[src/bb3_pkg.sv]
`timescale 1ns / 1ps
// ----------------------------------------------------------------------------
// bb3_pkg: shared types and constants of the 3x3 edge-aware box blur
// Field widths, register indexes, stage records and the reciprocal table
// used by the rounding divider.
// ----------------------------------------------------------------------------
package bb3_pkg;

    // Channel and pixel widths.
    localparam int CHAN_W   = 8;
    localparam int PIXEL_W  = 3 * CHAN_W;

    // Window sum and neighbor count widths (9 * 255 fits in 12 bits).
    localparam int SUM_W    = 12;
    localparam int CNT_W    = 4;

    // Reciprocal multiply for the rounding divide.
    localparam int RECIP_W     = 15;
    localparam int RECIP_SHIFT = 14;
    localparam int PROD_W      = SUM_W + RECIP_W;

    // Configuration port.
    localparam int CFG_WIDTH_W  = 11;
    localparam int CFG_HEIGHT_W = 13;
    localparam int CFG_DATA_W   = 13;
    localparam int CFG_INDEX_W  = 1;

    localparam logic [CFG_INDEX_W-1:0] REG_FRAME_WIDTH  = 1'd0;
    localparam logic [CFG_INDEX_W-1:0] REG_FRAME_HEIGHT = 1'd1;

    localparam logic [CFG_WIDTH_W-1:0]  FRAME_WIDTH_RESET  = 11'd1024;
    localparam logic [CFG_HEIGHT_W-1:0] FRAME_HEIGHT_RESET = 13'd768;

    // Default frame limits.
    localparam int DEF_MAX_WIDTH  = 1024;
    localparam int DEF_MAX_HEIGHT = 4096;

    // Output queue depth (power of two).
    localparam int OUTQ_DEPTH = 4;

    // Which neighbors take part in one result.
    typedef struct packed {
        logic result;
        logic left;
        logic right;
        logic top;
        logic bottom;
        logic frame_end;
    } emit_t;

    // Window sums of one result, red first.
    typedef struct packed {
        logic                       result;
        logic                       frame_end;
        logic [CNT_W-1:0]           count;
        logic [2:0][SUM_W-1:0]      sum;
    } sum_t;

    // One finished output item.
    typedef struct packed {
        logic [CHAN_W-1:0] red;
        logic [CHAN_W-1:0] green;
        logic [CHAN_W-1:0] blue;
        logic              frame_end;
    } result_t;

    // Scaled reciprocal of a neighbor count, 2^RECIP_SHIFT / count rounded up.
    function automatic logic [RECIP_W-1:0] count_recip(input logic [CNT_W-1:0] count);
        logic [RECIP_W-1:0] k;
        unique case (count)
            4'd1:    k = 15'd16384;
            4'd2:    k = 15'd8192;
            4'd3:    k = 15'd5462;
            4'd4:    k = 15'd4096;
            4'd6:    k = 15'd2731;
            4'd9:    k = 15'd1821;
            default: k = '0;
        endcase
        return k;
    endfunction

endpackage

[src/bb3_round_div.sv]
`timescale 1ns / 1ps
// ----------------------------------------------------------------------------
// bb3_round_div: rounded mean of one channel
// Computes (2*sum + count) / (2*count) as (sum + count/2) / count, with the
// divide done by a multiply with a scaled reciprocal of the count.
// ----------------------------------------------------------------------------
module bb3_round_div (
    input  logic [bb3_pkg::SUM_W-1:0]  sum,
    input  logic [bb3_pkg::CNT_W-1:0]  count,
    output logic [bb3_pkg::CHAN_W-1:0] mean
);

    localparam int SUM_W  = bb3_pkg::SUM_W;
    localparam int PROD_W = bb3_pkg::PROD_W;

    logic [SUM_W-1:0]  biased;
    logic [PROD_W-1:0] prod;

    // Half the count added first gives round half up.
    always_comb
    begin
        biased = sum + SUM_W'(count >> 1);
        prod   = PROD_W'(biased) * PROD_W'(bb3_pkg::count_recip(count));
        mean   = prod[bb3_pkg::RECIP_SHIFT +: bb3_pkg::CHAN_W];
    end

endmodule

[config.mk]
export PLATFORM = sky130hd
export DESIGN_NAME = bb3_round_div
export DESIGN_NICKNAME = d
export VERILOG_FILES = /design/src/bb3_pkg.sv /design/src/bb3_round_div.sv
export SDC_FILE = /design/constraint.sdc
export NUM_CORES = 1
export LEC_CHECK = 0
export BUFFER_PORTS_ARGS = -buffer_cell sky130_fd_sc_hd__buf_2
export CAP_MARGIN = 20
export CORE_UTILIZATION = 50
export DETAILED_ROUTE_END_ITERATION = 8
export PLACE_DENSITY = 0.78
export SLEW_MARGIN = 20
export SYNTH_ARGS = -nofsm -noshare
export SYNTH_HDL_FRONTEND = slang
export SYNTH_SLANG_ARGS = --single-unit
[constraint.sdc]
create_clock -name vclk -period 10.56
set_input_delay 1.584 -clock vclk [all_inputs]
set_output_delay 1.584 -clock vclk [all_outputs]
set_load 0.02 [all_outputs]
==> results of run 1 <==
==> final cells by class <==
class,count,area [sq um]
multi-input combinational,364,4148
inverter,168,630.6
tap,129,161.4
fill,864,4217
timing repair buffer,25,127.6
==> where the power goes <==
group / internal (mW) / switching, mW / total (mW)
Sequential: 0 / 0 / 0
Clock: 0 / 0 / 0
Combinational: 0.0990 / 0.165 / 0.264
Total: 0.0990 / 0.165 / 0.264
==> placed cells by master, fill, tap and decap left out, types with 2 or more instances in the layout <==
cell,instances
inv_1,168
fa_1,114
nand2_1,50
ha_1,44
nor2_1,36
buf_2,24
xnor2_1,18
and2_1,13
xor2_1,12
a21oi_1,10
a21o_1,9
nand3_1,7
nand2b_1,5
nor3_1,4
o21ai_0,3
nand2b_2,2
nand4_1,2
nor4b_2,2
a211oi_1,2
o21ai_1,2
==> metal layers <==
metal / track usage [%] / share of wire [%]
met3: 1.880 / 4.8
met2: 45.15 / 50
met1: 30.08 / 40
met4: 9.810 / 4.8
met5: 0 / 0
==> worst max-delay path, stage by stage <==
cell      delay, ns
buf_2          0.20
ha_1           0.22
fa_1           0.25
a21o_1         0.20
nand4_1        0.12
xnor2_1        0.56
nand2_1        0.29
fa_1           0.49
fa_1           0.55
inv_1          0.05
fa_1           0.47
fa_1           0.54
inv_1          0.05
fa_1           0.52
inv_1          0.04
ha_1           0.32
a211oi_1       0.23
nand2_1        0.13
a31oi_1        0.26
a31oi_4        0.16
a41oi_4        0.33
o21ai_2        0.10
xnor2_1        0.15
buf_2          0.18
==> worst min-delay path by stage <==
| stage | from | end | slack [ns] | cells past startpoint |
|---|---|---|---|---|
| 3_3_place_gp | sum[7] | mean[7] | 3.92 | 6 |
| 5_1_grt | sum[7] | mean[7] | 3.97 | 6 |
| 3_5_place_dp | sum[7] | mean[7] | 3.92 | 6 |
| 2_1_floorplan | sum[8] | mean[7] | 3.68 | 4 |
| 4_1_cts | sum[7] | mean[7] | 3.93 | 6 |
| 6_report | sum[7] | mean[7] | 3.93 | 6 |
==> kinds of logic (layout without fill, tap and decap cells) <==
family | count (synthesis) | after routing | synth area share, %
xor gates and xnor gates | 31 | 31 | 5.782
muxes | 1 | 1 | 0.3110
adders and majority gates | 159 | 159 | 58.91
buffers and inverters | 175 | 193 | 14.05
AOI/OAI and AO/OA | 43 | 43 | 7.545
and+or+nand+nor | 130 | 130 | 13.40
==> stage by stage <==
step                cell area [sq um]  total power, mW  hold slack, ns  util, %  setup WS, ns
finish                           5067           0.2636           3.926    54.58        0.9541
floorplan                        4826           0.1993           3.677        -         1.542
detailed placement               5067           0.2637           3.920    54.58        0.9991
CTS                              5067           0.2653           3.926    54.58        0.9865
global route                     5067           0.3003           3.969    54.58        0.5777
global placement                 5067           0.2525           3.918    54.58         1.145
==> summary.md, run 1 <==
| Metric | Value |
|---|---|
| Final Hold Viols | `0` |
| Leading area contributor after synthesis | `fa_1` |
| Post-synthesis sequential area ratio | `0%` |
| Post-Layout Cell Count | `686` |
| First-pass GRT wire length | `18940 um` |
| P_leak | `2.736 nW` |
| Avg WL per Cell | `16.29 um` |
| Post-Route WL | `11180 um` |
| N_diodes | `0` |
| # DRC | `0` |
| Die ar. | `0.01005 sq mm` |
| Mapped Cells | `539` |
| Share of cells above drive strength 1 | `7.720%` |
| FF/Latch Area | `0 sq um` |
| Vias per cell | `5.233` |
| Post_cts resized | `0` |
| Synth cell types | `52` |
| Pre-antenna DRT Iters | `6` |
| Relative slew slack | `54.63%` |
| Crit path from | `count[1]` |
| Most common cell in the netlist | `inv_1` |
| Min-delay worst type | `in2out` |
| Antenna viol nets, final | `0` |
| Period utilization | `90.96%` |
| Placed Cells | `686` |
| Initial antenna violation count | `0` |
| Syn Std Cell Area | `0.004826 sq mm` |
| Largest cells by area after synthesis | `fa_1 47%, inv_1 13%, ha_1 11%, nand2_1 3.9%, xnor2_1 3.3%` |
| Final #Nets | `733` |
| Worst Max-Slew Pin Slew | `0.6756 ns` |
| Worst setup SP type | `input port` |
| Total GRT Usage | `24.65%` |
| Initial DRC count | `218` |
| Top-Level Pins | `24` |
| # clk buffers | `0` |
| Top-area cell type share of the netlist area | `47.29%` |
| Horiz. Die Dim | `100.2 um` |
| VDD IR max | `34.57 uV` |
| Tmin final | `9.606 ns` |
| Gpl congestion | `0.9562` |
| Max Slew Vio Count | `0` |
| Post-DP HPWL | `10150 um` |
| Synth top cells by count | `168 x inv_1, 114 x fa_1, 50 x nand2_1` |
| Area Overhead vs Synth | `5.004%` |
| Synthesized net count | `713` |
| Hold_buf cts | `0` |
| Critical path class | `in2out` |
| Syn_area_per_cell | `8.953 sq um` |
| Crit path capture | `mean[7]` |
| Fmax | `104.1 MHz` |
| Die height | `100.2 um` |
| CORE AREA | `0.009284 sq mm` |
| Setup TNS | `0 ns` |
| Final setup violating endpoints | `0` |
| Grt ovf | `0` |
| Post-CTS Setup Inserts | `0` |
| Initial Util | `51.98%` |
| Seq Cell Count | `0` |
| Worst EP required | `8.98 ns` |
| Vias post-DR | `3590` |
| # rows | `35` |
| YS warnings | `0` |
| RSZ-0062 raised after global routing | `no` |
| Worst-path fanout max | `9` |
| Max cap viols | `0` |
| Largest net degree at the start of global routing | `11` |
| I/O Buffers | `24` |
| Outcome | `finished, final reports clean` |
| Vias in the first global route | `3900` |
| Crit path DAT | `8.02 ns` |
| P per Cell Area | `52.01 mW/mm^2` |
| CP endpoint kind | `output pin` |
(Power assumes the default switching activity.)
==> run 2: changes to the inputs <==
CORE_MARGIN = 2   (was not set)
==> summary.md, run 2 (synthesized netlist as in run 1, its figures left out) <==
| Metric | Value |
|---|---|
| Power Total | `0.2635 mW (about the same)` |
| Largest net degree at the start of global routing | `11 (unchanged)` |
| Die height | `102.2 um (+2.0%)` |
| Commonest non-fill, non-tap cell in the layout | `inv_1` |
| Worst-path fanout max | `9 (unchanged)` |
| Period utilization | `91.49% (+0.52 points)` |
| Vias in the first global route | `3945 (+1.2%)` |
| Crit path DAT | `8.08 ns (+0.06 ns)` |
| Relative slew slack | `49.44% (-5.2 points)` |
| Min-delay worst type | `in2out` |
| Share of cells above drive strength 1 | `7.554% (-0.17 points)` |
| Post-Layout Cell Count | `685 (-0.15%)` |
| Antenna viol nets, final | `0 (unchanged)` |
| Area Overhead vs Synth | `4.848%` |
| # DRC | `0 (unchanged)` |
| Pre-antenna DRT Iters | `4 (-2)` |
| Final #Nets | `732 (-0.14%)` |
| Vias per cell | `5.070 (-3.1%)` |
| Max cap viols | `0 (unchanged)` |
| Tmin final | `9.661 ns (+0.05507 ns)` |
| Multi-input logic area | `0.004148 sq mm (unchanged)` |
| Register share of total power | `0% (unchanged)` |
| Critical path class | `in2out` |
| RSZ-0062 raised after global routing | `no` |
| Int Power | `0.09917 mW (+0.15%)` |
| Net Sw Frac | `62.37% (-0.064 points)` |
| WHS Path Cells | `6 (unchanged)` |
| P per Cell Area | `52.08 mW/mm^2 (+0.13%)` |
| Post-DP HPWL | `10140 um (about the same)` |
| Grt ovf | `0 (unchanged)` |
| Total GRT Usage | `24.29% (-0.36 points)` |
| Gpl congestion | `0.9319 (-2.5%)` |
| Max Slew Vio Count | `0 (unchanged)` |
| Die ar. | `0.01045 sq mm (+4.0%)` |
| Placed Cells | `685 (-0.15%)` |
| Horiz. Die Dim | `102.2 um (+2.0%)` |
| # clk buffers | `0 (unchanged)` |
| FF/Latch Area | `0 sq um (unchanged)` |
| Post-Route WL | `11080 um (-0.81%)` |
| Placed Area | `0.005060 sq mm (-0.15%)` |
| Setup TNS | `0 ns (unchanged)` |
| Post-CTS Setup Inserts | `0 (unchanged)` |
| # rows | `35 (unchanged)` |
| Worst setup SP type | `input port` |
| Vias post-DR | `3473 (-3.3%)` |
| Final setup violating endpoints | `0 (unchanged)` |
| Commonest non-fill, non-tap cells in the layout | `168 x inv_1, 114 x fa_1, 50 x nand2_1, 44 x ha_1, 36 x nor2_1` |
| Worst Max-Slew Pin Slew | `0.7565 ns (+0.08082 ns)` |
| First-pass GRT wire length | `19300 um (+1.9%)` |
| VDD IR max | `31.81 uV (-8.0%)` |
| CP endpoint kind | `output pin` |
| Initial Util | `51.98% (unchanged)` |
| Avg WL per Cell | `16.18 um (-0.67%)` |
| Fin area | `0.005060 sq mm (-0.15%)` |
| Worst EP required | `8.98 ns (about the same)` |
| N_diodes | `0 (unchanged)` |
| Seq Cell Count | `0 (unchanged)` |
| Clock power share | `0% (unchanged)` |
| Post_cts resized | `0 (unchanged)` |
| Hold_buf cts | `0 (unchanged)` |
| Outcome | `finished, final reports clean` |
| Fmax | `103.5 MHz (-0.57%)` |
| I/O Buffers | `24 (unchanged)` |
| Comb pwr share | `100.0% (about the same)` |
| P_leak | `2.730 nW (-0.20%)` |
| Top-Level Pins | `24 (unchanged)` |
| Initial antenna violation count | `0 (unchanged)` |
| CORE AREA | `0.009284 sq mm (unchanged)` |
| Switching Power | `0.1643 mW (-0.12%)` |
| Layout filler cell count | `880 (+1.9%)` |
| Initial DRC count | `159 (-27%)` |
| Final core utilization | `54.50% (-0.081 points)` |
| Final Hold Viols | `0 (unchanged)` |
## run 2: cell count changes in the layout (fill, tap and decap cells not counted), sizes merged
cell  change
buf       -1
## run 2: power by group through the flow
stage	Clock, mW	Sequential, mW	Combinational [mW]
2_1_floorplan	0	0	0.199
3_3_place_gp	0	0	0.254
3_5_place_dp	0	0	0.265
4_1_cts	0	0	0.267
5_1_grt	0	0	0.304
6_report	0	0	0.264
## run 2: critical path: stages
cell and delay [ns]:
buf_2 0.19, ha_1 0.23, fa_1 0.25, a21o_1 0.19
nand4_1 0.13, xnor2_1 0.58, nand2_1 0.28, fa_1 0.50
fa_1 0.55, inv_1 0.05, fa_1 0.46, fa_1 0.54
inv_1 0.06, fa_1 0.53, inv_1 0.04, ha_1 0.33
a211oi_1 0.27, nand2_1 0.13, a31oi_1 0.25, a31oi_4 0.16
a41oi_4 0.33, o21ai_2 0.11, xnor2_1 0.15, buf_2 0.18
## run 2: metal layers
layer / track usage (%) / vias to the layer above / routed length, um / part of all wire (%)
met1: 30.68 / 1728 / 4407 / 40
met3: 1.026 / 20 / 469 / 4.2
met4: 6.769 / 0 / 363 / 3.3
li1: - / 1621 / - / -
met2: 45.45 / 104 / 5843 / 53
met5: 0 / - / 0 / 0
## run 2: final cells by class
| class | instances | area share, % |
|---|---|---|
| Tap cell | 129 | 3.190 |
| Inverter | 168 | 12.46 |
| Multi-Input combinational cell | 364 | 81.97 |
| Timing Repair Buffer | 24 | 2.374 |
## run 2: worst paths after layout
| path | start | slack (ns) | to |
|---|---|---|---|
| worst min-delay path | sum[7] | 3.93 | mean[7] |
| worst max-delay path | count[1] | 0.90 | mean[7] |
## run 2: per-stage QoR
| step | setup slack [ns] | hold slack (ns) |
|---|---|---|
| after floorplan | 1.542 | 3.677 |
| after global placement | 1.165 | 3.918 |
| after detailed placement | 0.9773 | 3.928 |
| after CTS | 0.9826 | 3.931 |
| after global routing | 0.5523 | 3.988 |
| final | 0.8990 | 3.926 |
