<file path="src/bb3_pkg.sv">
`timescale 1ns / 1ps
// ----------------------------------------------------------------------------
// bb3_pkg: shared types and constants of the 3x3 edge-aware box blur
// Field widths, register indexes, stage records and the reciprocal table
// used by the rounding divider.
// ----------------------------------------------------------------------------
package bb3_pkg;

    // Channel and pixel widths.
    localparam int CHAN_W   = 8;
    localparam int PIXEL_W  = 3 * CHAN_W;

    // Window sum and neighbor count widths (9 * 255 fits in 12 bits).
    localparam int SUM_W    = 12;
    localparam int CNT_W    = 4;

    // Reciprocal multiply for the rounding divide.
    localparam int RECIP_W     = 15;
    localparam int RECIP_SHIFT = 14;
    localparam int PROD_W      = SUM_W + RECIP_W;

    // Configuration port.
    localparam int CFG_WIDTH_W  = 11;
    localparam int CFG_HEIGHT_W = 13;
    localparam int CFG_DATA_W   = 13;
    localparam int CFG_INDEX_W  = 1;

    localparam logic [CFG_INDEX_W-1:0] REG_FRAME_WIDTH  = 1'd0;
    localparam logic [CFG_INDEX_W-1:0] REG_FRAME_HEIGHT = 1'd1;

    localparam logic [CFG_WIDTH_W-1:0]  FRAME_WIDTH_RESET  = 11'd1024;
    localparam logic [CFG_HEIGHT_W-1:0] FRAME_HEIGHT_RESET = 13'd768;

    // Default frame limits.
    localparam int DEF_MAX_WIDTH  = 1024;
    localparam int DEF_MAX_HEIGHT = 4096;

    // Output queue depth (power of two).
    localparam int OUTQ_DEPTH = 4;

    // Which neighbors take part in one result.
    typedef struct packed {
        logic result;
        logic left;
        logic right;
        logic top;
        logic bottom;
        logic frame_end;
    } emit_t;

    // Window sums of one result, red first.
    typedef struct packed {
        logic                       result;
        logic                       frame_end;
        logic [CNT_W-1:0]           count;
        logic [2:0][SUM_W-1:0]      sum;
    } sum_t;

    // One finished output item.
    typedef struct packed {
        logic [CHAN_W-1:0] red;
        logic [CHAN_W-1:0] green;
        logic [CHAN_W-1:0] blue;
        logic              frame_end;
    } result_t;

    // Scaled reciprocal of a neighbor count, 2^RECIP_SHIFT / count rounded up.
    function automatic logic [RECIP_W-1:0] count_recip(input logic [CNT_W-1:0] count);
        logic [RECIP_W-1:0] k;
        unique case (count)
            4'd1:    k = 15'd16384;
            4'd2:    k = 15'd8192;
            4'd3:    k = 15'd5462;
            4'd4:    k = 15'd4096;
            4'd6:    k = 15'd2731;
            4'd9:    k = 15'd1821;
            default: k = '0;
        endcase
        return k;
    endfunction

endpackage

</file>
<file path="src/bb3_out_queue.sv">
`timescale 1ns / 1ps
// ----------------------------------------------------------------------------
// bb3_out_queue: output item queue
// Small register queue that holds finished items while the receiver stalls.
// The head entry drives the output ports directly.
// ----------------------------------------------------------------------------
module bb3_out_queue #(
    parameter int DEPTH = bb3_pkg::OUTQ_DEPTH,
    parameter int PTR_W = $clog2(DEPTH),
    parameter int CNT_W = $clog2(DEPTH + 1)
) (
    input  logic              clk,
    input  logic              rst_n,
    input  logic              push,
    input  bb3_pkg::result_t  push_data,
    input  logic              pop,
    output bb3_pkg::result_t  head,
    output logic              not_empty,
    output logic [CNT_W-1:0]  count
);

    bb3_pkg::result_t entry_mem [DEPTH];

    logic [PTR_W-1:0] wr_ptr_reg;
    logic [PTR_W-1:0] wr_ptr_next;
    logic [PTR_W-1:0] rd_ptr_reg;
    logic [PTR_W-1:0] rd_ptr_next;
    logic [CNT_W-1:0] count_reg;
    logic [CNT_W-1:0] count_next;

    // Pointer and fill count update.
    always_comb
    begin
        wr_ptr_next = push ? wr_ptr_reg + PTR_W'(1) : wr_ptr_reg;
        rd_ptr_next = pop ? rd_ptr_reg + PTR_W'(1) : rd_ptr_reg;
        count_next  = count_reg;
        if (push && !pop)
        begin
            count_next = count_reg + CNT_W'(1);
        end
        else if (pop && !push)
        begin
            count_next = count_reg - CNT_W'(1);
        end
    end

    always_ff @(posedge clk or negedge rst_n)
    begin
        if (!rst_n)
        begin
            wr_ptr_reg <= '0;
            rd_ptr_reg <= '0;
            count_reg  <= '0;
        end
        else
        begin
            wr_ptr_reg <= wr_ptr_next;
            rd_ptr_reg <= rd_ptr_next;
            count_reg  <= count_next;
        end
    end

    // Entry storage.
    always_ff @(posedge clk)
    begin
        if (push)
        begin
            entry_mem[wr_ptr_reg] <= push_data;
        end
    end

    assign head      = entry_mem[rd_ptr_reg];
    assign not_empty = (count_reg != '0);
    assign count     = count_reg;

endmodule
</file>
<file path="config.mk">
export PLATFORM = sky130hd
export DESIGN_NAME = bb3_out_queue
export DESIGN_NICKNAME = d
export VERILOG_FILES = /design/src/bb3_pkg.sv /design/src/bb3_out_queue.sv
export SDC_FILE = /design/constraint.sdc
export NUM_CORES = 1
export LEC_CHECK = 0
export ABC_AREA = 1
export BUFFER_PORTS_ARGS = -buffer_cell sky130_fd_sc_hd__buf_2
export CAP_MARGIN = 20
export CORE_UTILIZATION = 51
export CTS_CLUSTER_SIZE = 40
export DETAILED_ROUTE_END_ITERATION = 10
export HOLD_SLACK_MARGIN = 0.05
export PLACE_DENSITY_LB_ADDON = 0.1
export SYNTH_ARGS = -nofsm -noshare
export SYNTH_HDL_FRONTEND = slang
export SYNTH_SLANG_ARGS = --single-unit
</file>
<file path="constraint.sdc">
create_clock -name clk -period 1.45 [get_ports clk]
set_input_delay 0.0725 -clock clk [delete_from_list [all_inputs] [get_ports clk]]
set_output_delay 0.0725 -clock clk [all_outputs]
set_load 0.05 [all_outputs]
</file>
==> results.tsv, run 1 <==
metric	value	unit
largest area contributor in the netlist	edfxtp_1	
Cell Area, Placed	4856	sq um
Via Count	2702	
final-layout fill cell count	605	
crit path kind	flip-flop to output port	
starting density of the core	0.5317	
pwr/cell area	2220	nW/um^2
clock sink count	107	
Ys Warns	0	
post-route non-filler standard cell count	542	
pre-CTS setup slack	0.07179	ns
cell area after layout	5493	sq um
area grow syn2layout	25.11	%
CP max FO	28	
Worst-path clk slew	0.09	ns
CTS tree	built	
first-pass GRT wire length	12.04	mm
Post-Syn Nets	374	
failing checks	negative setup slack	
Max Clock Skew	0.01083	ns
Period minus WS final	1.688	ns
Required @ worst endpoint	1.38	ns
number of distinct library cells after synthesis	18	
Cells after Synth	339	
slew at the pin with the worst max-slew slack	0.2378	ns
worst hold path type	input port to async pin	
worst r2r src	wr_ptr_reg[0]	
WL per Instance	14.61	microns
Final Setup Violations	25	
core area	8258	sq um
Slew Limit Fails	0	
sequential cell area	3182	sq um
Synth Area per Inst	12.95	sq um
top cells by area, synth	edfxtp_1, o211ai_1, nand2_1	
H-tree depth	3	
CTS root buf	clkbuf_8	
GR Util All Layers	0.1849	
Max-slew headroom	0.8408	
asr flop ratio synth	0.06542	
crit share post-route	1.164	
final core occ	0.6652	
post-synth top area share	0.6840	
die area	8984	sq um
Post-DRT Antenna Nets	0	
number of synthesized flops with an enable pin	100	
Ports	58	
GRT overflow	0	
Placed Cells	497	
drt pass-1 iters	5	
Die H	94.79	microns
DRC Markers	0	
GPL Wtd Cong	0.7166	
HPWL Detailed	4.687	mm
worst reg-to-reg path cell count	5	
pin count of the biggest net entering global routing	57	
# nets final	467	
most common cell in the synthesized netlist	edfxtp_1	
sequential-to-total area share from yosys stat	0.7239	
mapped cell area	4390	sq um
Peak Freq	592.3	MHz
max reg flops	100	
commonest cells in the netlist	edfxtp_1, nand2_1, inv_1	
clk buf depth	2	
Fin. Hold Viols	0	
status	finished with violations	
die width	94.79	microns
CP endpoint kind	output port	
Critical Path Start Type	flip-flop	
R2R Path End	entry_mem[2][23]	
vias per inst	4.985	
main flop type after synthesis	edfxtp_1	
setup_tns	-4.534	ns
crit path DAT	1.62	ns
CTS buffer count	9	
Reg2Reg Setup Slack	0.10	ns
MaxCap Viol Count	0	
Worst-Skew Late Latency	0.36	ns
Total Wirelength	7.920	mm
port bufs	57	
vias in the first global route	2514	
unrepaired setup endpoints after global routing	true	
CP startpoint	rd_ptr_reg[0]	
setup ws final	-0.2383	ns
Leak Pwr	2.230	nW
layout cell share with drive strength beyond 1	0.2220	
Max VDD drop	1.302	mV
number of antenna violations at the first check in global routing	0	
final antenna diode count	0	
row count	33	
multi-input logic area	857.1	sq um
Synth Register Bits	107	
Initial DRC Count	89	
area by class of cell:
type                    instances  share of cell area
clock buffers                  10             0.02323
clock inverters                 6            0.008884
inverters                      62             0.04601
multi-input cells             153              0.1560
flip-flops and latches        107              0.5793
well taps                     105             0.02392
repair buffers                 99              0.1626
kinds of logic after synthesis:
logic type,after synthesis,synth area share
flops,107,0.7239
simple gates,92,0.07951
buf+inv,79,0.08321
compound gates,51,0.08663
fa+ha+maj,6,0.01881
xor+xnor,4,0.007981
cell usage in the layout (no fill, tap or decap), drive strengths merged:
master,instances
buf,70
clkbuf,11
clkinv,2
clkinvlp,6
dfrtp,7
dlygate4sd3,28
edfxtp,100
fa,1
ha,5
inv,60
nand2,89
nand3,1
nand4,1
nor2,1
o211ai,50
o21ai,1
xnor2,1
xor2,3
power by group:
| part | switching [W] | internal [W] | total (W) |
|---|---|---|---|
| registers | 0.000244 | 0.00406 | 0.00430 |
| clock network | 0.000981 | 0.000643 | 0.00162 |
| logic | 0.00419 | 0.00207 | 0.00626 |
routing by layer:
metal / track usage / up-vias / routed length, microns
li1: - / 1347 / -
met1: 0.2277 / 1283 / 3470
met3: 0.02899 / 12 / 243
met4: 0.07955 / 0 / 142
met2: 0.3225 / 60 / 4064
met5: 0 / - / 0
worst max path at each step:
stage,endpoint,slack (ns),depth (start not counted)
3_5_place_dp,entry_mem[0][1],0.07,5
4_1_cts,head[23],-0.27,4
2_1_floorplan,count[2],0.002,5
5_1_grt,head[23],-0.33,4
3_3_place_gp,entry_mem[0][1],0.11,5
6_report,head[23],-0.24,4
stage by stage:
step           total power (W)  hold WS, ns
6_report               0.01219      0.07068
5_1_grt                0.01285      0.08437
4_1_cts                0.01190      0.05715
3_5_place_dp          0.009835     -0.07610
3_3_place_gp          0.009762     -0.07689
2_1_floorplan         0.008577      -0.2231
critical path, stage by stage, from the launching register on:
cell      delay, ns
dfrtp_4        0.54
buf_16         0.19
o211ai_1       0.24
nand2_1        0.12
buf_6          0.17
what timing repair did:
action                                 in CTS  in global routing
hold buffers                               28                  0
setup endpoints to repair                  25                 29
setup buffers                               0                  1
endpoints found under the hold margin     111                  0
pin swaps                                   3                  7
gates resized for setup                    28                 24
cloned                                      0                  1
Note: power is estimated with default switching activity, not from simulation.
==> run 2: changes to the inputs <==
--- a/config.mk
+++ b/config.mk
@@ -6,7 +6,7 @@
 export NUM_CORES = 1
 export LEC_CHECK = 0
 export ABC_AREA = 1
-export BUFFER_PORTS_ARGS = -buffer_cell sky130_fd_sc_hd__buf_2
+export BUFFER_PORTS_ARGS = -buffer_cell sky130_fd_sc_hd__buf_4
 export CAP_MARGIN = 20
 export CORE_UTILIZATION = 51
 export CTS_CLUSTER_SIZE = 40
==> run 2 against run 1 <==
The run still ends with negative setup slack left. Worst hold slack improved by 0.39 ns. Flip-flop and latch count did not move. Via count fell by 1.6%. Die area did not move. Final area rose by 2.8%. Clock skew fell by 0.0034 ns. First-iteration DRC count fell by 1.1%. Final cell count fell by 0.18%. Wire length fell by 5.2%.
==> results.tsv, run 2 (synthesis gave the netlist of run 1 again) <==
metric	value	unit
CP endpoint kind	output port	
HP Start	push_data[3]	
unrepaired setup endpoints after global routing	true	
die area	8984	sq um
max reg flops	100	
WHS Endpoint	entry_mem[0][3]	
Reg2Reg Setup Slack	0.11	ns
status	finished with violations	
clk buf depth	2	
Worst-path clk slew	0.09	ns
Max VDD drop	1.318	mV
row count	33	
CTS tree	built	
CTS root buf	clkbuf_8	
crit path kind	flip-flop to output port	
Peak Freq	617.6	MHz
Cell Area, Placed	4999	sq um
DRC Markers	0	
H-tree depth	3	
clock sink count	107	
CTS buffer count	9	
CP max FO	40	
# nets final	467	
setup_tns	-3.183	ns
Fin. Hold Viols	0	
vias per inst	4.917	
pin count of the biggest net entering global routing	41	
commonest non-fill, non-tap cell in the layout	edfxtp_1	
R2R Path End	entry_mem[2][23]	
WHS Path Cells	2	
setup ws final	-0.1691	ns
crit path DAT	1.55	ns
vias in the first global route	2553	
Max-slew headroom	0.7748	
Die H	94.79	microns
crit share post-route	1.117	
Most Crowded Layer GR	met2	
Leak Pwr	2.291	nW
first-pass GRT wire length	12.10	mm
area grow syn2layout	28.64	%
Total Wirelength	7.509	mm
final antenna diode count	0	
HPWL Detailed	4.518	mm
commonest non-fill, non-tap cells in the layout	edfxtp_1, nand2_1, inv_1, o211ai_1, buf_4	
Initial DRC Count	88	
Via Count	2660	
WL per Instance	13.88	microns
Post-CTS Setup Bufs	0	
Critical Path Start Type	flip-flop	
pwr/cell area	2260	nW/um^2
worst hold path type	input port to flip-flop	
final-layout fill cell count	604	
Hold Slack	0.4584	ns
Max Clock Skew	0.007431	ns
slew at the pin with the worst max-slew slack	0.3368	ns
GR Util All Layers	0.1852	
multi-input logic area	867.1	sq um
sequential cell area	3182	sq um
Worst-Skew Late Latency	0.35	ns
core area	8258	sq um
Post-DRT Antenna Nets	0	
failing checks	negative setup slack	
number of antenna violations at the first check in global routing	0	
Ports	58	
cell area after layout	5648	sq um
worst reg-to-reg path cell count	5	
GRT overflow	0	
final core occ	0.6839	
Required @ worst endpoint	1.38	ns
die width	94.79	microns
worst r2r src	wr_ptr_reg[0]	
port bufs	57	
GR Util met2	0.3064	
starting density of the core	0.5317	
MaxCap Viol Count	0	
GR Util met1	0.2378	
Final Setup Violations	25	
GPL Wtd Cong	0.6912	
Slew Limit Fails	0	
met3 Use GR	0.03623	
drt pass-1 iters	4	
layout cell share with drive strength beyond 1	0.2156	
Period minus WS final	1.619	ns
[run 2: cell type report]
cell class / instances / area share
timing repair buffer: 99 / 0.1743
tap: 105 / 0.02326
multi-input combinational: 153 / 0.1535
clock inverter: 4 / 0.01750
inverter: 62 / 0.04475
sequential: 107 / 0.5634
clock buffer: 11 / 0.02326
[run 2: stage by stage]
stage	setup WS (ns)	cells	total power, W
2_1_floorplan	0.001751	339	0.008577
3_3_place_gp	0.1359	497	0.01020
3_5_place_dp	0.1235	497	0.01027
4_1_cts	-0.1941	541	0.01272
5_1_grt	-0.2566	541	0.01344
6_report	-0.1691	541	0.01276
[run 2: power breakdown]
part	total, W	internal [W]	switching [W]
Clock	0.00206	0.00115	0.000909
Combinational	0.00641	0.00221	0.00420
Sequential	0.00430	0.00406	0.000237
[run 2: worst max-delay path by stage]
| stage | start | to | slack, ns | cells after the start |
|---|---|---|---|---|
| 2_1_floorplan | count[0] | count[2] | 0.002 | 5 |
| 3_3_place_gp | wr_ptr_reg[0] | entry_mem[0][8] | 0.14 | 5 |
| 3_5_place_dp | wr_ptr_reg[0] | entry_mem[2][6] | 0.12 | 5 |
| 4_1_cts | rd_ptr_reg[0] | head[22] | -0.19 | 4 |
| 5_1_grt | rd_ptr_reg[0] | head[7] | -0.26 | 4 |
| 6_report | rd_ptr_reg[0] | head[1] | -0.17 | 4 |
[run 2: routing by layer]
metal	up-vias	share of wire
met4	0	0.011
met5	-	0
met2	51	0.50
li1	1341	-
met1	1262	0.45
met3	6	0.036
[run 2: worst max-delay path: stages (launching register included)]
cell and delay [ns]:
dfrtp_4 0.53, buf_12 0.18, o211ai_1 0.20, nand2_1 0.11, buf_6 0.16
[run 2: timing repair]
| action | CTS | global route |
|---|---|---|
| hold buffers | 29 | 0 |
| cloned | 0 | 0 |
| endpoints found under the setup margin | 25 | 26 |
| endpoints found under the hold margin | 111 | 0 |
| pin swaps | 3 | 17 |
| gates resized for setup | 20 | 15 |
