[config.mk]
export PLATFORM = sky130hd
export DESIGN_NAME = bb3_window_sum
export DESIGN_NICKNAME = d
export VERILOG_FILES = /design/src/bb3_pkg.sv /design/src/bb3_window_sum.sv
export SDC_FILE = /design/constraint.sdc
export NUM_CORES = 1
export LEC_CHECK = 0
export ABC_AREA = 1
export CORE_MARGIN = 1.5
export CORE_UTILIZATION = 28
export CTS_CLUSTER_SIZE = 30
export DETAILED_ROUTE_END_ITERATION = 12
export DONT_BUFFER_PORTS = 1
export GPL_TIMING_DRIVEN = 1
export SLEW_MARGIN = 5
export SYNTH_ARGS = -nofsm -noshare
export SYNTH_HDL_FRONTEND = slang
export SYNTH_SLANG_ARGS = --single-unit
[constraint.sdc]
create_clock -name clk -period 10.8 [get_ports clk]
set_clock_uncertainty 0.15 [all_clocks]
set_input_delay 2.7 -clock clk [delete_from_list [all_inputs] [get_ports clk]]
set_output_delay 2.7 -clock clk [all_outputs]
set_load 0.005 [all_outputs]
[src/bb3_pkg.sv]
`timescale 1ns / 1ps
// ----------------------------------------------------------------------------
// bb3_pkg: shared types and constants of the 3x3 edge-aware box blur
// Field widths, register indexes, stage records and the reciprocal table
// used by the rounding divider.
// ----------------------------------------------------------------------------
package bb3_pkg;

    // Channel and pixel widths.
    localparam int CHAN_W   = 8;
    localparam int PIXEL_W  = 3 * CHAN_W;

    // Window sum and neighbor count widths (9 * 255 fits in 12 bits).
    localparam int SUM_W    = 12;
    localparam int CNT_W    = 4;

    // Reciprocal multiply for the rounding divide.
    localparam int RECIP_W     = 15;
    localparam int RECIP_SHIFT = 14;
    localparam int PROD_W      = SUM_W + RECIP_W;

    // Configuration port.
    localparam int CFG_WIDTH_W  = 11;
    localparam int CFG_HEIGHT_W = 13;
    localparam int CFG_DATA_W   = 13;
    localparam int CFG_INDEX_W  = 1;

    localparam logic [CFG_INDEX_W-1:0] REG_FRAME_WIDTH  = 1'd0;
    localparam logic [CFG_INDEX_W-1:0] REG_FRAME_HEIGHT = 1'd1;

    localparam logic [CFG_WIDTH_W-1:0]  FRAME_WIDTH_RESET  = 11'd1024;
    localparam logic [CFG_HEIGHT_W-1:0] FRAME_HEIGHT_RESET = 13'd768;

    // Default frame limits.
    localparam int DEF_MAX_WIDTH  = 1024;
    localparam int DEF_MAX_HEIGHT = 4096;

    // Output queue depth (power of two).
    localparam int OUTQ_DEPTH = 4;

    // Which neighbors take part in one result.
    typedef struct packed {
        logic result;
        logic left;
        logic right;
        logic top;
        logic bottom;
        logic frame_end;
    } emit_t;

    // Window sums of one result, red first.
    typedef struct packed {
        logic                       result;
        logic                       frame_end;
        logic [CNT_W-1:0]           count;
        logic [2:0][SUM_W-1:0]      sum;
    } sum_t;

    // One finished output item.
    typedef struct packed {
        logic [CHAN_W-1:0] red;
        logic [CHAN_W-1:0] green;
        logic [CHAN_W-1:0] blue;
        logic              frame_end;
    } result_t;

    // Scaled reciprocal of a neighbor count, 2^RECIP_SHIFT / count rounded up.
    function automatic logic [RECIP_W-1:0] count_recip(input logic [CNT_W-1:0] count);
        logic [RECIP_W-1:0] k;
        unique case (count)
            4'd1:    k = 15'd16384;
            4'd2:    k = 15'd8192;
            4'd3:    k = 15'd5462;
            4'd4:    k = 15'd4096;
            4'd6:    k = 15'd2731;
            4'd9:    k = 15'd1821;
            default: k = '0;
        endcase
        return k;
    endfunction

endpackage

[src/bb3_window_sum.sv]
`timescale 1ns / 1ps
// ----------------------------------------------------------------------------
// bb3_window_sum: 3x3 window and masked neighborhood sums
// Shifts the window by one column per item and adds up, per channel, the
// neighbors that lie inside the frame. The sums are registered.
// ----------------------------------------------------------------------------
module bb3_window_sum (
    input  logic                        clk,
    input  logic                        rst_n,
    input  logic                        valid,
    input  bb3_pkg::emit_t              emit,
    input  logic [bb3_pkg::PIXEL_W-1:0] col_top,
    input  logic [bb3_pkg::PIXEL_W-1:0] col_mid,
    input  logic [bb3_pkg::PIXEL_W-1:0] col_bot,
    output bb3_pkg::sum_t               sums
);

    localparam int CNT_W  = bb3_pkg::CNT_W;
    localparam int SUM_W  = bb3_pkg::SUM_W;
    localparam int CHAN_W = bb3_pkg::CHAN_W;
    localparam int PIXEL_W = bb3_pkg::PIXEL_W;

    // Older two columns of the window, top row first.
    logic [PIXEL_W-1:0] win0_reg [3];
    logic [PIXEL_W-1:0] win1_reg [3];

    logic [PIXEL_W-1:0] pix [3][3];
    logic [2:0]         row_en;
    logic [2:0]         col_en;
    logic [CNT_W-1:0]   rows_n;
    logic [CNT_W-1:0]   cols_n;
    logic [2*CNT_W-1:0] cnt_prod;
    bb3_pkg::sum_t      sums_next;
    bb3_pkg::sum_t      sums_reg;

    // Window after the shift: the new column enters on the right.
    always_comb
    begin
        for (int row = 0; row < 3; row++)
        begin
            pix[row][0] = win0_reg[row];
            pix[row][1] = win1_reg[row];
        end
        pix[0][2] = col_top;
        pix[1][2] = col_mid;
        pix[2][2] = col_bot;
    end

    // Masked per-channel sums and the neighbor count.
    always_comb
    begin
        row_en   = {emit.bottom, 1'b1, emit.top};
        col_en   = {emit.right, 1'b1, emit.left};
        rows_n   = CNT_W'(1) + CNT_W'(emit.top) + CNT_W'(emit.bottom);
        cols_n   = CNT_W'(1) + CNT_W'(emit.left) + CNT_W'(emit.right);
        cnt_prod = rows_n * cols_n;

        sums_next           = '0;
        sums_next.result    = valid && emit.result;
        sums_next.frame_end = emit.frame_end;
        sums_next.count     = cnt_prod[CNT_W-1:0];
        for (int ch = 0; ch < 3; ch++)
        begin
            for (int row = 0; row < 3; row++)
            begin
                for (int col = 0; col < 3; col++)
                begin
                    if (row_en[row] && col_en[col])
                    begin
                        sums_next.sum[2-ch] = sums_next.sum[2-ch]
                            + SUM_W'(pix[row][col][PIXEL_W-1-CHAN_W*ch -: CHAN_W]);
                    end
                end
            end
        end
    end

    // Window shift on every processed item.
    always_ff @(posedge clk or negedge rst_n)
    begin
        if (!rst_n)
        begin
            for (int row = 0; row < 3; row++)
            begin
                win0_reg[row] <= '0;
                win1_reg[row] <= '0;
            end
        end
        else if (valid)
        begin
            for (int row = 0; row < 3; row++)
            begin
                win0_reg[row] <= pix[row][1];
                win1_reg[row] <= pix[row][2];
            end
        end
    end

    // Sum register.
    always_ff @(posedge clk or negedge rst_n)
    begin
        if (!rst_n)
        begin
            sums_reg <= '0;
        end
        else
        begin
            sums_reg <= sums_next;
        end
    end

    assign sums = sums_reg;

endmodule

==> results.tsv, run 1 <==
metric	value	unit
dominant synthesized flop cell	dfrtp_1	
Post-Route Utilization	34.04	%
H-tree depth	4	
Max VDD drop	0.0001579	V
total wire length	46540	µm
clock root buffer	clkbuf_16	
# clock sinks	186	
# diodes	0	
Avg Cell Area, Syn	7.133	µm²
mux cell area share after synthesis	1.184	%
Area Overhead vs Synth	20.00	%
final hold viol count	0	
Max Freq	0.09780	GHz
GPL Wtd Cong	0.8315	
Synth Instances	2400	
clk_lat worst skew	0.50	ns
Slew Viols, Final	0	
Die Span X	250.3	µm
TritonRoute pass-1 iters	5	
CP Capture Type	flop	
layout cells sized above 1	16.94	%
area post-placement	19470	µm²
core area	60360	µm²
DR DRC count	0	
clk buf depth	2	
die area	62640	µm²
Max Cap Violations	0	
antenna violations before repair	0	
Hold Path Class	flop to flop	
Final Critical Period	10.22	ns
compound-cell area share of the yosys netlist	16.41	%
RSZ-0062 raised after global routing	yes	
Hold Slack	0.3652	ns
filler instances	6438	
Worst Max-Slew Pin Slew	0.7392	ns
peak fanout along the critical path	33	
simple logic cell fraction of the synthesized area	24.20	%
status	finished, final reports clean	
vias	15550	
Final ANT Viol Nets	0	
most used cell, CP	ha_1	
vias in the first global route	15400	
Via density	4.610	
largest family of logic cells by synthesized area	simple AND/OR/NAND/NOR gates	
Synth cell types	51	
initial core utilization	28.36	%
Ys Warns	0	
clock-pin transition on the worst setup and hold timing paths	0.08	ns
pin count of the biggest net entering global routing	272	
critical path's slowest cell	fa_1	
post-synthesis sequential area ratio	27.19	%
Post-synth EDFFs	0	
syn nets	2701	
WP data required	11.04	ns
Final setup viols	0	
XOR/XNOR Fraction of Synth Area	4.962	%
async set-reset flop share out of synthesis	100.0	%
Pwr Density	237.3	nW/µm²
most frequent cells in the layout	nand2_1, inv_1, buf_4	
Cell Area, Synth	17120	µm²
CP Class	input port to flop	
Arr. time, crit path	10.47	ns
detailed-route wire length per cell	13.80	µm
Seq. cell area	4654	µm²
Num CTS Buffers	17	
Die Height	250.3	µm
initial DRC count	685	
port bufs	0	
DP Cell Count	3331	
design area	20540	µm²
TritonCTS clock tree	done	
critical path startpoint category	input port	
number of flip-flops in the largest register	144	
Final Non-Filler Cells	3373	
Worst Path Buf+Inv	7	
most common cell after layout, fill and taps aside	nand2_1	
fin crit share	94.67	%
footprint of the multi-input gates	11260	µm²
crit-path max cell delay	0.36	ns
Leak	10.61	nW
area share of fa/ha/maj cells after synthesis	17.13	%
row count	90	
nets	2879	
first-pass GRT wire length	76950	µm
critical path's top delay family	adder cells	
Remaining Overflow, GRT	0	
Max-slew headroom	50.67	%
gr usage total	15.46	%
Seq cells post-synth	186	
hpwl dp	35710	µm
I/O pins	123	
[metrics by stage]
| step | total power [W] | setup TNS [ns] | worst slack [ns] |
|---|---|---|---|
| after global placement | 0.003934 | -1.399 | -0.3477 |
| after CTS | 0.004766 | 0 | 0.1523 |
| after detailed placement | 0.003962 | -2.553 | -0.4260 |
| after global routing | 0.005419 | -0.1656 | -0.05026 |
| final | 0.004875 | 0 | 0.5753 |
| after floorplan | 0.002892 | 0 | 0.02008 |
[synthesized netlist by cell type, drive strengths merged (15+ instances only)]
cell,n,area (µm²)
nand4,23,150.1
a31oi,17,106.4
fa,24,480.5
clkbuf,55,206.5
o21ai,252,1269
nor2,203,782.0
mux2,18,202.7
xor2,59,516.8
dfrtp,186,4654
ha,196,2452
inv,333,1255
or2,18,112.6
nand3,105,615.6
xnor2,38,332.8
nand2,579,2298
a21oi,201,1013
o21bai,15,112.6
[final timing paths]
path,start,end,slack (ns),cells past startpoint
setup / recovery,emit[2],sums[11],0.58,50
hold / removal,pix[182],pix[206],0.37,2
setup reg to reg,pix[208],sums[35],2.53,40
hold reg to reg,pix[182],pix[206],0.37,2
max in group asynchronous,rst_n,pix[178],8.38,0
min in group asynchronous,rst_n,sums[19],1.75,0
[worst register-to-register path, delay by kind of cell, from the launching register on]
family	cells	cell delay (ns)
fa+ha+maj	9	3.80
simple gates	13	1.66
compound gates	10	1.48
buf+inv	7	0.58
flops	1	0.37
xor+xnor	1	0.15
[cell families after synthesis]
logic type | Yosys count
compound gates | 526
xor+xnor | 97
fa+ha+maj | 220
buf+inv | 402
flops | 186
mux | 18
simple gates | 951
[cell type report]
class                      instances  share of cell area (%)
sequential                       186                   22.66
clock buffer                      17                   2.071
clock inverter                    15                   1.322
multi-input combinational       1812                   54.80
inverter                         336                   6.163
tap                              782                   4.762
timing repair buffer             225                   8.222
[where the power goes]
group | total (W) | internal, W | switching [W]
Sequential | 0.000885 | 0.000817 | 0.0000687
Combinational | 0.00322 | 0.00155 | 0.00167
Clock | 0.000769 | 0.000458 | 0.000311
[repair_timing]
item	4_1_cts	5_1_grt
setup buffers	0	10
hold buffers	0	0
setup endpoints to repair	0	18
resized for setup	0	108
[routing by layer]
metal  vias up  track usage (%)  part of all wire (%)
met1      7208            17.48                    43
met4         0            3.186                  0.97
met5         -                0                     0
met3        22            5.237                   5.6
li1       8197                -                     -
met2       124            28.02                    50
Power figures use the tool's default switching activity.
==> run 2, diff against run 1 <==
Settings changed: CORE_UTILIZATION 28 to 46.
==> run 2 against run 1 <==
Setup slack lost 0.050 ns. Critical path depth grew 7. Sequential cell count is the same. Total power shrank 2.2%. Sequential power is essentially flat. Largest cell class unchanged. Hold slack gained 0.0017 ns. First-iteration DRC count shrank 5.1%. Core utilization grew 21 points. Highest routed layer unchanged. Wire length shrank 4.6%. Sequential share of layout area grew 0.57 points.
==> results.tsv, run 2 (same netlist as run 1, synthesis figures left out) <==
metric	value	unit
Hold Startpoint	pix[183]	
most frequent cells in the layout	nand2_1, inv_1, buf_4	
hold path cells	2	
Final Critical Period	10.28	ns
layout cells sized above 1	16.72	%
CP Capture Type	flop	
most common cell after layout, fill and taps aside	nand2_1	
clock-pin transition on the worst setup and hold timing paths	0.07	ns
Max-slew headroom	52.56	%
r2r setup slk	2.59	ns
total wire length	44370	µm
Setup WS post-layout	0.5248	ns
antenna violations before repair	0	
Area Overhead vs Synth	17.06	%
Final Non-Filler Cells	3034	
critical path's slowest cell	fa_1	
# clock sinks	186	
core area	36610	µm²
Critical R2R Capture	sums[35]	
peak fanout along the critical path	33	
Max VDD drop	0.0001658	V
port bufs	0	
R2R cell count	53	
nets	2854	
initial core utilization	46.76	%
gr usage total	24.02	%
Min-Delay Endpoint	pix[207]	
RSZ-0062 raised after global routing	yes	
detailed-route wire length per cell	14.63	µm
Pwr Density	237.8	nW/µm²
crit-path max cell delay	0.51	ns
DP Cell Count	2986	
Leak	10.48	nW
Die Height	195.9	µm
WP data required	11.00	ns
Final ANT Viol Nets	0	
most used cell, CP	nor2_1	
clk buf depth	2	
Hold Buf Count CTS	0	
Power, Total	0.004766	W
TritonCTS clock tree	done	
pin count of the biggest net entering global routing	272	
Worst Max-Slew Pin Slew	0.7108	ns
number of flip-flops in the largest register	144	
# diodes	0	
row count	70	
CP Class	input port to flop	
clk_lat worst skew	0.46	ns
GPL Wtd Cong	0.8706	
vias in the first global route	15620	
DR DRC count	0	
first-pass GRT wire length	74730	µm
Final setup viols	0	
TritonRoute pass-1 iters	5	
Max Freq	0.09732	GHz
Hold Path Class	flop to flop	
Slew Viols, Final	0	
status	finished, final reports clean	
Max Cap Violations	0	
Num CTS Buffers	17	
Arr. time, crit path	10.47	ns
clock root buffer	clkbuf_16	
Place WS	-0.4183	ns
fin crit share	95.14	%
Via density	5.195	
hpwl dp	33520	µm
Remaining Overflow, GRT	0	
final hold viol count	0	
die area	38380	µm²
vias	15760	
reg2reg start	pix[208]	
Die Span X	195.9	µm
critical path startpoint category	input port	
initial DRC count	650	
H-tree depth	4	
I/O pins	123	
run 2: changes by cell type in the layout (fill, tap and decap cells not counted), sizes merged:
| cell | previous run | this run |
|---|---|---|
| clkinv | 9 | 5 |
| clkinvlp | 1 | 2 |
| buf | 225 | 200 |
| bufinv | 7 | 6 |
| clkbuf | 17 | 21 |
run 2: how the worst max path moves through the flow:
stage                       start  endpoint  slack (ns)  cells past startpoint
final                     emit[2]  sums[11]        0.52                     57
after global routing      emit[2]  sums[35]       -0.09                     50
after CTS                 emit[4]  sums[11]        0.05                     58
after detailed placement  emit[4]  sums[11]       -0.42                     55
after global placement    emit[2]  sums[23]       -0.20                     54
after floorplan           emit[2]  sums[35]        0.02                     43
run 2: layout make-up:
type,count,area [µm²]
Clock buffer,21,470.5
Clock inverter,11,214.0
Fill cell,3571,16570
Inverter,336,1266
Multi-Input combinational cell,1812,11340
Sequential cell,186,4654
Tap cell,468,585.6
Timing Repair Buffer,200,1505
run 2: worst max-delay path: cells and delay by family:
kind,cells,cell delay [ns]
buffers and inverters,9,0.81
AND/OR/NAND/NOR,26,2.46
adder cells (fa/ha/maj),9,2.88
XOR/XNOR,2,0.32
AO/OA/AOI/OAI,11,1.27
run 2: report_power, final:
part / switching, W / internal [W] / total (W)
clock: 0.000298 / 0.000453 / 0.000751
combinational: 0.00167 / 0.00146 / 0.00313
sequential: 0.0000674 / 0.000817 / 0.000884
total: 0.00203 / 0.00273 / 0.00477
run 2: per-stage QoR:
step                      TNS, ns  hold slack (ns)  util (%)  cell area, µm²
after floorplan                 0           0.3269         -           17160
after global placement    -0.9336           0.3394     51.49           18850
after detailed placement   -2.953           0.3473     51.49           18850
after CTS                       0           0.3634     53.36           19530
after global routing      -0.1851           0.3950     54.74           20040
final                           0           0.3669     54.74           20040
run 2: routing by layer:
metal  part of all wire, %  up-vias  track usage [%]
li1                      -     8146                -
met1                    45     7367            29.80
met2                    49      193            42.56
met3                   3.4       56            3.576
met4                   2.4        0            8.063
met5                     0        -                0
run 2: timing repair:
item                                    4_1_cts  5_1_grt
buffers inserted                              0       16
gates resized for setup                       0      124
endpoints found under the setup margin        0       18
hold endpoints to repair                      0        0
==> run 3, diff against run 2 <==
Settings changed: CAP_MARGIN set to 10, CORE_UTILIZATION 46 to 65, PLACE_DENSITY set to 0.81.
==> run 3 against run 2 <==
Die area decreased by 29%. First-iteration DRC count increased by 47%. Count of clock-buffer cells in the layout decreased by 3. Setup slack got worse by 0.13 ns. Critical path depth decreased by 8. Global-route usage increased by 7.2 points. Sequential share of layout area increased by 1.0 points. Non-clock buffer count decreased by 95. Combinational power decreased by 5%. Total power decreased by 4.9%. Wire length decreased by 2.5%. Register-to-register slack got worse by 0.24 ns.
==> results.tsv, run 3 (same netlist as run 1, synthesis figures left out) <==
metric	value	unit
most used cell, CP	nand2_1	
port bufs	0	
internal power	0.002460	W
critical path's slowest cell	ha_1	
# clock sinks	186	
hpwl dp	31240	µm
total net switching power	0.002074	W
Max-slew headroom	20.62	%
total wire length	43250	µm
fin crit share	96.31	%
first-pass GRT wire length	68870	µm
Setup WS post-layout	0.3982	ns
Power, Total	0.004534	W
vias in the first global route	15120	
critical path startpoint category	input port	
# diodes	0	
antenna violations before repair	0	
TritonRoute pass-1 iters	6	
Sw Share	45.75	%
Die Span X	165.3	µm
Place WS	-0.4639	ns
Final Critical Period	10.40	ns
clock root buffer	clkbuf_16	
DP Cell Count	2751	
Post-Route Utilization	73.83	%
die area	27320	µm²
status	finished, final reports clean	
final hold viol count	0	
Comb power frac	65.6	%
Via density	5.695	
CP Capture Type	flop	
CP Class	input port to flop	
Max Cap Violations	0	
Die Height	165.3	µm
clock-pin transition on the worst setup and hold timing paths	0.08	ns
Max VDD drop	0.0001492	V
initial core utilization	65.89	%
core area	25980	µm²
number of flip-flops in the largest register	144	
Clock Power Share	14.9	%
setup TNS	0	ns
most common cell after layout, fill and taps aside	nand2_1	
I/O pins	123	
filler instances	2010	
TritonCTS clock tree	done	
Pwr Density	236.3	nW/µm²
row count	59	
gr usage total	31.25	%
layout cells sized above 1	14.08	%
Hold Buf Count CTS	0	
GPL Wtd Cong	0.8826	
nets	2759	
peak fanout along the critical path	33	
Leak	10.00	nW
detailed-route wire length per cell	15.41	µm
WP data required	10.99	ns
crit-path max cell delay	0.45	ns
pin count of the biggest net entering global routing	272	
Arr. time, crit path	10.59	ns
Num CTS Buffers	17	
Slew Viols, Final	0	
Area Overhead vs Synth	12.07	%
Remaining Overflow, GRT	0	
Worst Max-Slew Pin Slew	1.189	ns
initial DRC count	955	
Final ANT Viol Nets	0	
Flop pwr share	19.5	%
Hold Path Class	flop to flop	
clk_lat worst skew	0.44	ns
Final setup viols	0	
Max Freq	0.09614	GHz
DR DRC count	0	
H-tree depth	4	
clk buf depth	2	
vias	15980	
most frequent cells in the layout	nand2_1, inv_1, o21ai_0	
Final Non-Filler Cells	2806	
run 3: cell count changes in the layout (fill, tap and decap cells not counted), moves of 4 or more:
cell	previous run	this run
a21oi_1	193	189
a21oi_2	8	12
buf_4	199	104
bufinv_16	6	2
ha_1	188	184
ha_4	7	11
o21ai_0	197	191
o21ai_2	20	24
run 3: critical path: cells and delay by family:
kind | cells | cell delay (ns)
compound gates | 13 | 2.08
xor+xnor | 4 | 0.68
fa+ha+maj | 8 | 2.88
buf+inv | 7 | 0.69
simple gates | 17 | 1.53
run 3: worst paths after layout:
kind	start	end	slack (ns)	depth (start not counted)
max	emit[2]	sums[35]	0.40	49
min	pix[179]	pix[203]	0.37	2
max reg2reg	pix[208]	sums[35]	2.35	49
min reg2reg	pix[179]	pix[203]	0.37	2
max in group asynchronous	rst_n	sums[29]	8.49	0
min in group asynchronous	rst_n	pix[214]	1.79	0
run 3: repair_timing:
action | CTS | global route
hold endpoints to repair | 0 | 0
pin swaps | 0 | 51
endpoints found under the setup margin | 3 | 18
buffers inserted | 0 | 23
gates resized for setup | 2 | 138
run 3: through the flow:
step | instance area (µm²) | hold WS (ns)
2_1_floorplan | 17160 | 0.3269
3_3_place_gp | 17920 | 0.3405
3_5_place_dp | 17920 | 0.3455
4_1_cts | 18530 | 0.3651
5_1_grt | 19190 | 0.3894
6_report | 19190 | 0.3669
run 3: power groups by stage:
stage / sequential (W) / clock, W / combinational (W)
after floorplan: 0.000877 / 0 / 0.00201
after CTS: 0.000883 / 0.000685 / 0.00268
after detailed placement: 0.000895 / 0 / 0.00265
final: 0.000884 / 0.000677 / 0.00297
after global routing: 0.000901 / 0.000709 / 0.00334
after global placement: 0.000894 / 0 / 0.00253
run 3: per-layer routing:
layer  vias to the layer above  global-route usage [%]  wire (µm)  share of wire [%]
met2                       392                   55.08      21540                 50
met1                      7522                   37.77      18080                 42
li1                       7971                       -          -                  -
met3                        95                   5.969       2283                5.3
met5                         -                       0          0                  0
met4                         0                   11.53       1350                3.1
run 3: final cells by class:
type	count	area (µm²)	share of cell area, %
clock buffer	18	439.2	2.289
clock inverter	14	176.4	0.9195
inverter	336	1266	6.600
multi-input combinational	1812	11440	59.62
sequential	186	4654	24.26
tap	335	419.2	2.185
timing repair buffer	105	792.0	4.128
